--- src/hw/rtl/sle_pkg.sv ---
package sle_pkg;

    localparam logic [7:0] QUOTE_DOUBLE = 8'h22;
    localparam logic [7:0] QUOTE_SINGLE = 8'h27;
    localparam logic [7:0] CHAR_BSLASH  = 8'h5c;
    localparam logic [7:0] CHAR_NL      = 8'h0a;
    localparam logic [7:0] CHAR_CR      = 8'h0d;
    localparam logic [7:0] CHAR_TAB     = 8'h09;
    localparam logic [7:0] CHAR_LOW_N   = 8'h6e;
    localparam logic [7:0] CHAR_LOW_R   = 8'h72;
    localparam logic [7:0] CHAR_LOW_T   = 8'h74;
    localparam logic [7:0] CHAR_LOW_X   = 8'h78;
    localparam logic [7:0] CTRL_MAX     = 8'h1f;

    localparam int QDEPTH = 4;
    localparam int QPTR_W = $clog2(QDEPTH);
    localparam int QCNT_W = $clog2(QDEPTH + 1);

    // Position within one item's expansion: up to six bytes
    localparam int IDX_W = 3;

    typedef enum logic [1:0] {
        BODY_NONE,
        BODY_PLAIN,
        BODY_ESC,
        BODY_HEX
    } body_kind_t;

    typedef struct packed {
        logic       open;
        logic       close;
        logic [7:0] quote;
        body_kind_t kind;
        logic [7:0] ch;
    } item_desc_t;

    function automatic logic [7:0] hex_digit(input logic [3:0] n);
        logic [7:0] v;
        v = {4'h0, n};
        if (n < 4'd10)
            return 8'h30 + v;
        else
            return 8'h57 + v;
    endfunction

endpackage

--- src/hw/rtl/sle_front.sv ---
module sle_front
(
    input  logic                clk,
    input  logic                rst_n,
    input  logic                cfg_we,
    input  logic                cfg_wdata,
    input  logic                in_valid,
    output logic                in_ready,
    input  logic [7:0]          in_byte,
    input  logic                has_byte,
    input  logic                end_of_string,
    output logic                push,
    output sle_pkg::item_desc_t push_desc,
    input  logic                q_full
);

    logic use_single_reg;
    logic inside_reg;
    logic inside_next;
    logic accept;
    logic [7:0] quote;

    assign in_ready = !q_full;
    assign accept   = in_valid && in_ready;
    assign quote    = use_single_reg ? sle_pkg::QUOTE_SINGLE : sle_pkg::QUOTE_DOUBLE;

    always_comb
    begin
        push_desc.open  = !inside_reg;
        push_desc.close = end_of_string;
        push_desc.quote = quote;
        push_desc.kind  = sle_pkg::BODY_NONE;
        push_desc.ch    = in_byte;
        if (has_byte)
        begin
            if (in_byte == quote || in_byte == sle_pkg::CHAR_BSLASH)
            begin
                push_desc.kind = sle_pkg::BODY_ESC;
            end
            else if (in_byte == sle_pkg::CHAR_NL)
            begin
                push_desc.kind = sle_pkg::BODY_ESC;
                push_desc.ch   = sle_pkg::CHAR_LOW_N;
            end
            else if (in_byte == sle_pkg::CHAR_CR)
            begin
                push_desc.kind = sle_pkg::BODY_ESC;
                push_desc.ch   = sle_pkg::CHAR_LOW_R;
            end
            else if (in_byte == sle_pkg::CHAR_TAB)
            begin
                push_desc.kind = sle_pkg::BODY_ESC;
                push_desc.ch   = sle_pkg::CHAR_LOW_T;
            end
            else if (in_byte <= sle_pkg::CTRL_MAX)
            begin
                push_desc.kind = sle_pkg::BODY_HEX;
            end
            else
            begin
                push_desc.kind = sle_pkg::BODY_PLAIN;
            end
        end
    end

    // Drop items that expand to nothing (empty item inside an open string)
    assign push = accept &&
                  (push_desc.open || push_desc.close || push_desc.kind != sle_pkg::BODY_NONE);

    always_comb
    begin
        inside_next = inside_reg;
        if (accept)
            inside_next = !end_of_string;
    end

    always_ff @(posedge clk or negedge rst_n)
    begin
        if (!rst_n)
        begin
            use_single_reg <= 1'b0;
            inside_reg     <= 1'b0;
        end
        else
        begin
            if (cfg_we)
                use_single_reg <= cfg_wdata;
            inside_reg <= inside_next;
        end
    end

endmodule

--- src/hw/rtl/sle_queue.sv ---
module sle_queue
(
    input  logic                clk,
    input  logic                rst_n,
    input  logic                push,
    input  sle_pkg::item_desc_t push_desc,
    output logic                full,
    input  logic                pop,
    output logic                head_valid,
    output sle_pkg::item_desc_t head_desc
);

    sle_pkg::item_desc_t         mem [sle_pkg::QDEPTH];
    logic [sle_pkg::QPTR_W-1:0]  wr_ptr_reg, wr_ptr_next;
    logic [sle_pkg::QPTR_W-1:0]  rd_ptr_reg, rd_ptr_next;
    logic [sle_pkg::QCNT_W-1:0]  cnt_reg, cnt_next;

    assign full       = (cnt_reg == sle_pkg::QCNT_W'(sle_pkg::QDEPTH));
    assign head_valid = (cnt_reg != '0);
    assign head_desc  = mem[rd_ptr_reg];

    always_comb
    begin
        wr_ptr_next = wr_ptr_reg;
        rd_ptr_next = rd_ptr_reg;
        cnt_next    = cnt_reg;
        if (push)
            wr_ptr_next = wr_ptr_reg + 1'b1;
        if (pop)
            rd_ptr_next = rd_ptr_reg + 1'b1;
        if (push && !pop)
            cnt_next = cnt_reg + 1'b1;
        else if (pop && !push)
            cnt_next = cnt_reg - 1'b1;
    end

    always_ff @(posedge clk)
    begin
        if (push)
            mem[wr_ptr_reg] <= push_desc;
    end

    always_ff @(posedge clk or negedge rst_n)
    begin
        if (!rst_n)
        begin
            wr_ptr_reg <= '0;
            rd_ptr_reg <= '0;
            cnt_reg    <= '0;
        end
        else
        begin
            wr_ptr_reg <= wr_ptr_next;
            rd_ptr_reg <= rd_ptr_next;
            cnt_reg    <= cnt_next;
        end
    end

    a_no_overflow: assert property (@(posedge clk) disable iff (!rst_n)
        push |-> (!full || pop))
        else $error("queue push while full");

    a_ptr_gap: assert property (@(posedge clk) disable iff (!rst_n)
        (cnt_reg == '0 || full) |-> (wr_ptr_reg == rd_ptr_reg))
        else $error("queue pointers disagree with fill count");

    a_pop_nonempty: assert property (@(posedge clk) disable iff (!rst_n)
        pop |-> head_valid)
        else $error("queue pop while empty");

endmodule

--- src/hw/rtl/sle_back.sv ---
module sle_back
(
    input  logic                clk,
    input  logic                rst_n,
    input  logic                head_valid,
    input  sle_pkg::item_desc_t head_desc,
    output logic                pop,
    output logic                out_valid,
    input  logic                out_ready,
    output logic [7:0]          out_byte,
    output logic                last
);

    logic [sle_pkg::IDX_W-1:0] idx_reg, idx_next;
    logic [sle_pkg::IDX_W-1:0] body_len;
    logic [sle_pkg::IDX_W-1:0] total;
    logic [sle_pkg::IDX_W-1:0] bidx;
    logic [7:0]                body [4];
    logic [7:0]                sel_byte;
    logic                      sel_last;
    logic                      at_end;
    logic                      load;
    logic                      valid_reg, valid_next;
    logic [7:0]                byte_reg;
    logic                      last_reg;

    always_comb
    begin
        body[0] = head_desc.ch;
        body[1] = head_desc.ch;
        body[2] = sle_pkg::hex_digit(head_desc.ch[7:4]);
        body[3] = sle_pkg::hex_digit(head_desc.ch[3:0]);
        body_len = '0;
        case (head_desc.kind)
            sle_pkg::BODY_PLAIN:
            begin
                body_len = 3'd1;
            end
            sle_pkg::BODY_ESC:
            begin
                body_len = 3'd2;
                body[0]  = sle_pkg::CHAR_BSLASH;
            end
            sle_pkg::BODY_HEX:
            begin
                body_len = 3'd4;
                body[0]  = sle_pkg::CHAR_BSLASH;
                body[1]  = sle_pkg::CHAR_LOW_X;
            end
            default:
            begin
                body_len = '0;
            end
        endcase
    end

    assign total = body_len + {2'b00, head_desc.open} + {2'b00, head_desc.close};
    assign bidx  = idx_reg - {2'b00, head_desc.open};

    always_comb
    begin
        if (head_desc.open && idx_reg == '0)
            sel_byte = head_desc.quote;
        else if (bidx < body_len)
            sel_byte = body[bidx[1:0]];
        else
            sel_byte = head_desc.quote;
    end

    assign at_end   = (idx_reg == total - 1'b1);
    assign sel_last = head_desc.close && at_end;

    // Advance when the output register is empty or being drained
    assign load = head_valid && (!valid_reg || out_ready);
    assign pop  = load && at_end;

    always_comb
    begin
        idx_next   = idx_reg;
        valid_next = valid_reg;
        if (load)
            idx_next = at_end ? '0 : idx_reg + 1'b1;
        if (load)
            valid_next = 1'b1;
        else if (out_ready)
            valid_next = 1'b0;
    end

    always_ff @(posedge clk or negedge rst_n)
    begin
        if (!rst_n)
        begin
            idx_reg   <= '0;
            valid_reg <= 1'b0;
        end
        else
        begin
            idx_reg   <= idx_next;
            valid_reg <= valid_next;
        end
    end

    always_ff @(posedge clk)
    begin
        if (load)
        begin
            byte_reg <= sel_byte;
            last_reg <= sel_last;
        end
    end

    assign out_valid = valid_reg;
    assign out_byte  = byte_reg;
    assign last      = last_reg;

    a_idx_in_range: assert property (@(posedge clk) disable iff (!rst_n)
        head_valid |-> (idx_reg < total))
        else $error("expansion index beyond item length");

    a_last_is_quote: assert property (@(posedge clk) disable iff (!rst_n)
        (out_valid && last) |->
            (out_byte == sle_pkg::QUOTE_SINGLE || out_byte == sle_pkg::QUOTE_DOUBLE))
        else $error("closing byte is not a quote");

    a_hold_stalled: assert property (@(posedge clk) disable iff (!rst_n)
        (out_valid && !out_ready) |=>
            (out_valid && $stable(out_byte) && $stable(last)))
        else $error("output item changed while stalled");

endmodule

--- src/hw/rtl/string_literal_escaper_core.sv ---
// An accepted item reaches the output through the descriptor queue, then the output register.
// Throughput: one output byte per cycle from the back-end sequencer unless m_tready stalls it;
// an item expands to 1 to 6 bytes; plain bytes run 1 item/cycle when the output is not stalled.
// A 4-entry descriptor queue lets input continue while escapes expand.
// Reset (rst_n, async, active low) clears the mode to double quotes, closes any open string,
// and empties the queue and output register.
module string_literal_escaper_core
(
    input  logic       clk,
    input  logic       rst_n,
    input  logic       cfg_we,
    input  logic       cfg_wdata,    // use_single_quote
    input  logic       s_tvalid,
    output logic       s_tready,
    input  logic [7:0] s_tdata,      // [7:0] in_byte
    input  logic       s_tuser,      // has_byte
    input  logic       s_tlast,      // end_of_string
    output logic       m_tvalid,
    input  logic       m_tready,
    output logic [7:0] m_tdata,      // [7:0] out_byte
    output logic       m_tlast       // last
);

    logic                push;
    logic                q_full;
    logic                pop;
    logic                head_valid;
    sle_pkg::item_desc_t push_desc;
    sle_pkg::item_desc_t head_desc;

    sle_front u_front
    (
        .clk           (clk),
        .rst_n         (rst_n),
        .cfg_we        (cfg_we),
        .cfg_wdata     (cfg_wdata),
        .in_valid      (s_tvalid),
        .in_ready      (s_tready),
        .in_byte       (s_tdata),
        .has_byte      (s_tuser),
        .end_of_string (s_tlast),
        .push          (push),
        .push_desc     (push_desc),
        .q_full        (q_full)
    );

    sle_queue u_queue
    (
        .clk        (clk),
        .rst_n      (rst_n),
        .push       (push),
        .push_desc  (push_desc),
        .full       (q_full),
        .pop        (pop),
        .head_valid (head_valid),
        .head_desc  (head_desc)
    );

    sle_back u_back
    (
        .clk        (clk),
        .rst_n      (rst_n),
        .head_valid (head_valid),
        .head_desc  (head_desc),
        .pop        (pop),
        .out_valid  (m_tvalid),
        .out_ready  (m_tready),
        .out_byte   (m_tdata),
        .last       (m_tlast)
    );

endmodule

--- config.mk ---
export PLATFORM = sky130hd
export DESIGN_NAME = string_literal_escaper_core
export DESIGN_NICKNAME = d
export VERILOG_FILES = /design/src/hw/rtl/sle_pkg.sv /design/src/hw/rtl/sle_front.sv /design/src/hw/rtl/sle_queue.sv /design/src/hw/rtl/sle_back.sv /design/src/hw/rtl/string_literal_escaper_core.sv
export SDC_FILE = /design/constraint.sdc
export NUM_CORES = 1
export LEC_CHECK = 0
export ABC_AREA = 1
export BUFFER_PORTS_ARGS = -buffer_cell sky130_fd_sc_hd__buf_2
export CORE_MARGIN = 3
export CORE_UTILIZATION = 54
export DETAILED_ROUTE_END_ITERATION = 7
export PLACE_DENSITY = 0.85
export SYNTH_ARGS = -nofsm -noshare
export SYNTH_HDL_FRONTEND = slang
export SYNTH_SLANG_ARGS = --single-unit
--- constraint.sdc ---
create_clock -name clk -period 3.3 [get_ports clk]
set_clock_uncertainty 0.1 [all_clocks]
set_input_delay 0.33 -clock clk [delete_from_list [all_inputs] [get_ports clk]]
set_output_delay 0.33 -clock clk [all_outputs]
set_load 0.05 [all_outputs]
# After elaboration in Yosys (flattened, before gate mapping)
# Memories as Yosys holds them, arrays and structs flattened.
# Cells that the tools add are included.
# totals
regBits,22
ramBits,60
input_bits,16
out_inout_bits,11
word_cells,89
mem_count,1
# mem_list
memory,depth,word_bits,rd,rd_clocked_by_memory_dff,wr,line,text
u_queue.mem,4,15,1,0,1,sle_queue.sv:13,sle_pkg::item_desc_t mem [sle_pkg::QDEPTH];
# classes
n_addsub,13
magnitude_cmp,5
n_eq_ne,10
muxes,26
bitwise_logic,1
reduce_logical,24
# ops
op,count
two-way mux 8 bit,10
two-way mux 10 bit,3
equality test 8 x 4 -> 1 bit (second input constant),3
adder 7 x 4 -> 8 bit (first input constant),2
binary-select mux 8 bit (select 2 bit),1
adder 6 x 4 -> 7 bit (first input constant),2
two-way mux 3 bit,4
case mux 3 bit (3 select lines),1
equality test 8 x 7 -> 1 bit (second input constant),1
equality test 8 bit,1
less-or-equal comparator 8 x 5 -> 1 bit (second input constant),1
logical AND 1 bit,8
less-than comparator 4 bit (second input constant),2
adder 3 x 1 -> 3 bit,2
adder 3 x 1 -> 3 bit (second input constant),2
logical NOT 1 bit,6
two-way mux 2 bit,3
nonzero test 2 bit,3
subtractor 3 x 1 -> 3 bit (second input constant),2
adder 2 x 1 -> 2 bit (second input constant),2
equality test 2 bit (second input constant),2
logical OR 1 bit,4
two-way mux 1 bit,4
equality test 3 bit,1
other kinds (9),9

# Longest topological paths before layout
# Gate-level depths: netlist (run 1).
# depth
depth_word,14
mapped_depth,21
depth_no_buf,20

# By module
# From an unflattened synthesis (run 1), not the netlist that was laid out.
# unflattened
cells_unflattened,538
hier_area_um2,5321.4
# modules_own_cells
module,instances,cells_per_inst,area_per_inst_um2
sle_queue,1,282,3619.7
sle_back,1,170,1223.7
sle_front,1,86,478.0

# Least setup slack after synthesis (run 1)
# Ideal clock, no wire load.
# synth_timing
path_type,reg-to-reg
startpoint,register u_queue.rd_ptr_reg[0] in the netlist's numbering
endpoint,register u_queue.cnt_reg[2] in the netlist's numbering
setup_time_ns,0.131
arrival_time_ns,3.202
t_required_ns,3.069
setup_slack_ns,-0.133
path_stages_with_launch,20
period_less_slack_ns,3.433
cell_sequence,dfrtp_1 -> buf_6 -> inv_8 -> buf_6 -> nand2_1 -> a32o_1 -> ha_1 -> inv_1 -> ha_1 -> inv_1 -> fa_1 -> xnor2_1 -> nor2_1 -> nand3_1 -> ha_1 -> inv_1 -> fa_1 -> a21oi_1 -> o21ai_0 -> xor2_1
# synth_between
elab_chain_len,11
# synth_rtl
item,line,text
from (decl),sle_queue.sv:15,"logic [sle_pkg::QPTR_W-1:0] rd_ptr_reg, rd_ptr_next;"
from (signal assigned),sle_queue.sv:54,rd_ptr_reg <= rd_ptr_next;
memory (4 x 15 bit) (*),--,
equality test 2 bit or equality test 2 x 1 -> 1 bit (tied branches),sle_back.sv:34,case (head_desc.kind)
case mux 3 bit (3 select lines),sle_back.sv:34,
adder 3 x 1 -> 3 bit,sle_back.sv:57,"assign total = body_len + {2'b00, head_desc.open} + {2'b00, head_desc.close};"
adder 3 x 1 -> 3 bit (*),sle_back.sv:57,
subtractor 3 x 1 -> 3 bit (*),sle_back.sv:70,assign at_end = (idx_reg == total - 1'b1);
equality test 3 bit (*),sle_back.sv:70,
logical AND 1 bit (*),sle_back.sv:75,assign pop = load && at_end;
logical NOT 1 bit,sle_queue.sv:31,if (push && !pop)
logical AND 1 bit,sle_queue.sv:31,
two-way mux 3 bit or nonzero test 2 bit (tied branches),--,
to (signal assigned),sle_queue.sv:55,cnt_reg <= cnt_next;
to (decl),sle_queue.sv:16,"logic [sle_pkg::QCNT_W-1:0] cnt_reg, cnt_next;"
# Mark *: on every way between the ends. The rest lies on a longest branch, timed or not.
# A chain may end at the register's enable or synchronous reset.

# Worst setup path after layout (run 1)
# Same ends and word-level chain as after synthesis.

==> results list, run 1 <==
- The flow ran to the end, but the final reports show violations.
* Failing checks: setup timing
- Detailed-route vias per instance: 5.36
* Final Hold Violating Endpoints: 0
- The via count of the first global-routing pass is 2915.
* YS warnings: 0
* CTS H-tree lvls: 3
* Worst path cell trace: buf_12 > inv_8 > nand2_1 > nand2_1 > nand2_1 > o21ai_2 > nand2_2 > ha_4 > inv_4 > ha_4 > inv_2 > fa_2 > xnor2_1 > nor2_1 > nand3_2 > ha_4 > inv_4 > fa_2 > a21oi_2 > o21ai_1 > xor2_1
* Commonest register cell after synthesis: sky130_fd_sc_hd__edfxtp_1
* Area of placed instances: roughly 4200 um2
* Total length of routed wires: 8.58 mm
* Clock-pin transition on the worst setup and hold timing paths: ~80 ps
- Worst slew pin tran: approximately 780 ps
* Proportion of synthesized chip area in sequential cells: 0.556
- The floorplan has 30 rows.
* Final instance count without filler cells: 544
- Crit path max-delay cell type: sky130_fd_sc_hd__fa_2
* Kind of start point of the critical path: register
- Dpl hpwl: around 5.2 mm
- Yosys mapped the design onto 37 distinct sky130hd cell types.
- Max Buffers Root-to-Sink: 2
- Overall via count from detail_route: a little under 3k
- The tree is rooted in a sky130_fd_sc_hd__clkbuf_8.
- Routed len/inst: 15.8 um
* Final setup violation count: 2
- Chip width: between 90 and 100 um
* Required arrival time at the worst endpoint: ~3400 ps
- Initial antenna violation count: 0
* Filler cell count: between 400 and 500
- Wire length of the first global-routing pass: approximately 14 mm
* Post-route ant nets: 0
- The floorplan step defined a core boundary enclosing between 6000 and 7000 um2.
* Time the worst path needs with I/O delays and setup: ~3400 ps
* Most used cells in the layout excluding fill and tap cells: sky130_fd_sc_hd__nand2_1, sky130_fd_sc_hd__edfxtp_1, sky130_fd_sc_hd__inv_1
* First-pass iteration count of the detailed router: 5
* Number of enable flip-flop cells after synthesis: 61
- Pin placement for this block handled 27 I/O pins.
* Share of synthesized flip-flops with an asynchronous set or reset: 0.176
- Aggregate global routing overflow: 0
* Final clock period utilization by the worst path: 1.04
- Post-Synthesis Cells: between 300 and 400
- Register with the most flip-flops: u_queue.mem
- Worst Slack Setup Final: -121 ps
* GRT Util Overall: 0.214
* Port Buf Inserts: 26
- STA classifies the critical path endpoint as a register.
* Clk_lat worst skew: 360 ps
- Static timing analysis puts the maximum clock frequency at approximately 290 MHz.
- Synth Register Bits: between 70 and 80
- The initial utilization of the core area, before any placement, comes to 0.565.
- The tree built by TritonCTS fans out to 74 sinks.
* Net count of the mapped netlist: 426
* Floorplan die area: around 8200 um2
- After detailed routing, the number of remaining DRC violations is 0.
- Fraction of layout cells with a size suffix above 1: 0.246
- DIE HEIGHT: around 91 um
- Num CTS Buffers: 9
- A synthesized cell averages between 9 and 10 um2.
* Setup repair after global routing missed its margin: yes
- In this run the tightest slew margin relative to its limit is 0.479.
- Most frequent standard cell in the layout excluding fill and tap cells: sky130_fd_sc_hd__nand2_1
* Final Cell Area: 4570 um2
* Max Fanout on Critical Path: 7
- Max-cap violations in this run came to 0.
- Flip-flop count of the largest register, all copies and words added: 52
- RD Place Congestion: about 0.85
* CTS tree: built
* Critical Path AT: 3570 ps
* Starting DRT DRC Count: approximately 270
- P&R area growth vs syn: 17.8%
- Total inserted antenna cells: 0
- At the end of the flow, the number of nets in the layout was around 480.
* Dpl cells: around 520
* Slew Limit Fails: 0
* Setup CP Type: reg -> reg
- Worst hold path class: in -> reg
- In this design, the stage delay of the slowest critical-path cell is between 400 and 500 ps.
* Largest net degree at the start of global routing: 19
- Netlist Area Pre-Place: 3880 um2
kinds of logic after synthesis:
logic type,share of synthesized area
simple gates,0.220
flops,0.556
buf+inv,0.0796
compound gates,0.0577
fa+ha+maj,0.0619
xor+xnor,0.0248
timing repair:
item                                   in CTS  in global routing
pin swaps                                   9                  8
endpoints found under the hold margin      13                  0
buffers inserted                            7                  1
gates resized for setup                    17                  4
cloned                                      1                  0
hold buffers                                1                  0
setup endpoints to repair                   2                  3
worst max-delay path, delay by kind of cell (launching register included):
family	cells	cell delay [ps]
AOI/OAI and AO/OA	3	310
xor gates and xnor gates	2	300
adders and majority gates	5	1360
buffers and inverters	5	330
DFF	1	400
and+or+nand+nor	6	490
metal layers:
layer | part of all wire | GRT usage | vias to the layer above
met3 | 0.052 | 0.0325 | 30
met2 | 0.51 | 0.374 | 114
met5 | 0 | 0 | -
met1 | 0.40 | 0.248 | 1371
li1 | - | - | 1403
met4 | 0.037 | 0.126 | 0
cell usage after synthesis (2+ instances only):
cell type | n | share of area
sky130_fd_sc_hd__ha_1 | 16 | 0.052
sky130_fd_sc_hd__nor2_2 | 2 | 0.0032
sky130_fd_sc_hd__inv_1 | 56 | 0.054
sky130_fd_sc_hd__nand2_4 | 2 | 0.0058
sky130_fd_sc_hd__nand3_2 | 7 | 0.018
sky130_fd_sc_hd__o21ai_0 | 17 | 0.022
sky130_fd_sc_hd__fa_1 | 2 | 0.010
sky130_fd_sc_hd__buf_4 | 2 | 0.0039
sky130_fd_sc_hd__nand2_2 | 9 | 0.015
sky130_fd_sc_hd__nor4_1 | 2 | 0.0032
sky130_fd_sc_hd__buf_6 | 3 | 0.0087
sky130_fd_sc_hd__edfxtp_1 | 61 | 0.47
sky130_fd_sc_hd__nand2_1 | 86 | 0.083
sky130_fd_sc_hd__a21oi_1 | 11 | 0.014
sky130_fd_sc_hd__nand4_1 | 5 | 0.0081
sky130_fd_sc_hd__dfrtp_1 | 13 | 0.084
sky130_fd_sc_hd__inv_2 | 3 | 0.0029
sky130_fd_sc_hd__nor3_1 | 4 | 0.0052
sky130_fd_sc_hd__o21ai_1 | 3 | 0.0039
sky130_fd_sc_hd__nor2_1 | 27 | 0.026
sky130_fd_sc_hd__xor2_1 | 8 | 0.018
sky130_fd_sc_hd__nand3_1 | 36 | 0.046
sky130_fd_sc_hd__xnor2_1 | 3 | 0.0068
cell type report:
class / instances / area, um2 / share of cell area
inverters: 61 / 241 / 0.0528
clock inverters: 5 / 103 / 0.0224
well taps: 96 / 120 / 0.0263
repair inverters: 1 / 6.26 / 0.00137
clock buffers: 11 / 141 / 0.0309
repair buffers: 47 / 310 / 0.0679
multi-input cells: 249 / 1490 / 0.326
flip-flops and latches: 74 / 2160 / 0.472
metrics by stage:
step,setup TNS [ps],worst slack [ps],util,hold WS [ps]
6_report,-226,-121,0.666,64.3
5_1_grt,-657,-262,0.666,98.9
4_1_cts,-34.5,-26.0,0.663,55.2
3_5_place_dp,-156,-97.0,0.609,152
3_3_place_gp,0,39.2,0.609,150
2_1_floorplan,-22.4,-22.4,-,-65.6
worst paths after layout:
kind,from,cells past startpoint,slack (ps),end
max in group asynchronous,rst_n,2,2520,u_queue.wr_ptr_reg[0]
min in group asynchronous,rst_n,2,310,u_back.idx_reg[1]
max reg2reg,u_queue.rd_ptr_reg[0],21,-120,u_queue.cnt_reg[2]
min reg2reg,u_queue.wr_ptr_reg[0],1,430,u_queue.wr_ptr_reg[0]
max,u_queue.rd_ptr_reg[0],21,-120,u_queue.cnt_reg[2]
min,cfg_we,2,60,u_front.use_single_reg
Power of run 1 is left out: the tool's default activity adds up to more than one toggle a clock period on the data nets, which glitch-free logic cannot reach.
==> run 2, diff against run 1 <==
--- a/config.mk
+++ b/config.mk
@@ -7,10 +7,14 @@
 export LEC_CHECK = 0
 export ABC_AREA = 1
 export BUFFER_PORTS_ARGS = -buffer_cell sky130_fd_sc_hd__buf_2
+export CELL_PAD_IN_SITES_DETAIL_PLACEMENT = 1
+export CELL_PAD_IN_SITES_GLOBAL_PLACEMENT = 1
 export CORE_MARGIN = 3
-export CORE_UTILIZATION = 54
+export CORE_UTILIZATION = 43
+export CTS_CLUSTER_SIZE = 25
 export DETAILED_ROUTE_END_ITERATION = 7
-export PLACE_DENSITY = 0.85
+export PLACE_DENSITY = 0.86
+export SETUP_SLACK_MARGIN = 0.1
 export SYNTH_ARGS = -nofsm -noshare
 export SYNTH_HDL_FRONTEND = slang
 export SYNTH_SLANG_ARGS = --single-unit
==> results list, run 2 (synthesized netlist as in run 1, its figures left out) <==
- Area of placed instances: 4210 um2 (+0.54%)
- Worst hold path class: in -> reg
- The routed wire length was 9.98 mm (+16%).
- The clock slew seen by the registers of the worst setup and hold paths is 90 ps (about the same).
- The worst slew margin relative to its limit was 0.462 (-0.0173).
- Upper clock frequency limit: 282 MHz (-3.4%)
- Number of placed I/O pins: 27 (unchanged)
- TritonCTS built the clock tree.
- First-pass iteration count of the detailed router: 4 (-1)
- Max Buffers Root-to-Sink: 2 (unchanged)
* Max-cap viol count: 0 (unchanged)
* Setup CP Type: reg -> reg
* Flip-flop count of the largest register, all copies and words added: 52 (unchanged)
- The count of nets left with antenna violations after detail routing was 0 (unchanged).
- Max Fanout on Critical Path: 6 (-1)
- The final setup violation count came to 3 (+1).
- Final Cell Area: 4620 um2 (+0.99%)
- The wire length of the first global-routing pass is 15.2 mm (+11%).
* Initial antenna violation count: 0 (unchanged)
- GRT Util Overall: 0.195 (-0.0188)
- Critical Path AT: 3680 ps (+110 ps)
* Clk_lat worst skew: 350 ps (about the same)
- Filler cell count: 1000 (+100%)
* Time the worst path needs with I/O delays and setup: 3540 ps (+119 ps)
- Routed len/inst: 17.9 um (+13%)
- The starting utilization of the core area was 0.443 (-0.122).
- The number of DRC violations after detailed routing was 0 (unchanged).
* Final Hold Violating Endpoints: 0 (unchanged)
* Dpl hpwl: 6.53 mm (+26%)
- Floorplan die area: 10200 um2 (+24%)
- Starting DRT DRC Count: 171 (-37%)
- The max-slew violation count is 0 (unchanged).
- Most frequent standard cell in the layout excluding fill and tap cells: sky130_fd_sc_hd__nand2_1
- Most used cells in the layout excluding fill and tap cells: sky130_fd_sc_hd__nand2_1, sky130_fd_sc_hd__edfxtp_1, sky130_fd_sc_hd__inv_1
- Overall via count from detail_route: 2969 (+1.7%)
- The worst setup path is captured at a register.
- The area of all sequential standard cells came to 2160 um2 (about the same).
- Final clock period utilization by the worst path: 1.07 (+0.0362)
- The number of buffers created by CTS came to 9 (unchanged).
* RD Place Congestion: 0.824 (-3.2%)
* Total inserted antenna cells: 0 (unchanged)
* Setup repair after global routing missed its margin: yes
- The number of placement rows is 34 (+13%).
- Port Buf Inserts: 26 (unchanged)
* Required arrival time at the worst endpoint: 3440 ps (about the same)
- Largest net degree at the start of global routing: 19 (unchanged)
* Net count of the finished layout: 479 (+0.42%)
* Multi-input logic area: 1520 um2 (+1.6%)
- Aggregate global routing overflow: 0 (unchanged)
- The run finished, with violations left.
- The cell sitting at the root of the clock tree is a sky130_fd_sc_hd__clkbuf_8.
- The floorplan core area came to 8760 um2 (+28%).
* DIE HEIGHT: 101 um (+11%)
- Counting flops per register, the top entry is u_queue.mem.
- The CTS sink count came to 74 (unchanged).
- Kind of start point of the critical path: register
- The horizontal extent of the die is 101 um (+11%).
* P&R area growth vs syn: 19.0%
* Worst slew pin tran: 804 ps (+25.8 ps)
- CTS H-tree lvls: 3 (unchanged)
- The via count of the first global-routing pass came to 3044 (+4.4%).
- Worst Slack Setup Final: -240 ps (-119 ps)
* Fraction of layout cells with a size suffix above 1: 0.260 (+0.0145)
- Failing checks: setup timing
- The number of vias per cell after detailed routing came to 5.32 (-0.81%).
run 2: changes by cell type in the layout (fill, tap and decap cells not counted), sizes merged:
cell      before  now
clkinv         2    3
clkinvlp       1    2
inv           61   62
clkbuf        11   10
bufinv         3    2
buf           46   47
run 2: routing by layer:
metal  up-vias  global-route usage  wire length, um
met5         -                   0                0
met4         0              0.0746              206
met1      1482               0.230             4130
met3        15              0.0429              354
li1       1405                   -                -
met2        67               0.347             5290
run 2: repair_timing:
action | CTS | global route
hold buffers | 1 | 0
setup buffers | 6 | 2
pin swaps | 3 | 7
gates resized for setup | 10 | 14
gates cloned | 0 | 2
hold endpoints to repair | 13 | 0
setup endpoints to repair | 2 | 7
run 2: per-stage QoR:
stage / std cells / hold WS (ps) / utilization / TNS (ps) / setup slack [ps]
finish: 558 / 90.4 / 0.527 / -463 / -240
global route: 558 / 76.7 / 0.527 / -840 / -330
CTS: 554 / 77.9 / 0.515 / -292 / -149
detailed placement: 531 / 163 / 0.480 / -267 / -154
global placement: 531 / 154 / 0.480 / 0 / 34.3
floorplan: 392 / -65.6 / - / -22.4 / -22.4
run 2: worst paths after layout:
kind                                       startpoint                      to  slack, ps  cells after the start
worst min register to register     u_front.inside_reg      u_front.inside_reg        440                      2
max in group asynchronous                       rst_n   u_queue.rd_ptr_reg[0]       2490                      2
worst min-delay path                           cfg_we  u_front.use_single_reg         90                      2
worst max-delay path            u_queue.rd_ptr_reg[0]      u_queue.cnt_reg[2]       -240                     21
worst max register to register  u_queue.rd_ptr_reg[0]      u_queue.cnt_reg[2]       -240                     21
min in group asynchronous                       rst_n       u_back.idx_reg[1]        320                      2
run 2: final cells by class:
type,count,share of cell area
sequential,74,0.467
multi-input combinational,249,0.328
timing repair buffer,49,0.0726
inverter,61,0.0534
tap,108,0.0293
clock buffer,9,0.0268
clock inverter,7,0.0201
timing repair inverter,1,0.00190
run 2: critical path, stage by stage (launching register included):
cell and delay, ps:
sky130_fd_sc_hd__dfrtp_2 450, sky130_fd_sc_hd__buf_12 160, sky130_fd_sc_hd__inv_12 60, sky130_fd_sc_hd__nand2_4 40, sky130_fd_sc_hd__nand2_2 70, sky130_fd_sc_hd__nand2_2 70
sky130_fd_sc_hd__o21ai_2 80, sky130_fd_sc_hd__nand2_2 100, sky130_fd_sc_hd__ha_4 250, sky130_fd_sc_hd__inv_2 80, sky130_fd_sc_hd__ha_4 160, sky130_fd_sc_hd__inv_4 40
sky130_fd_sc_hd__fa_2 560, sky130_fd_sc_hd__xnor2_2 130, sky130_fd_sc_hd__nor2_2 70, sky130_fd_sc_hd__nand3_2 100, sky130_fd_sc_hd__ha_4 150, sky130_fd_sc_hd__inv_4 40
sky130_fd_sc_hd__fa_2 360, sky130_fd_sc_hd__a21oi_2 130, sky130_fd_sc_hd__o21ai_1 80, sky130_fd_sc_hd__xor2_1 150
Power of run 2 is left out for the same reason.
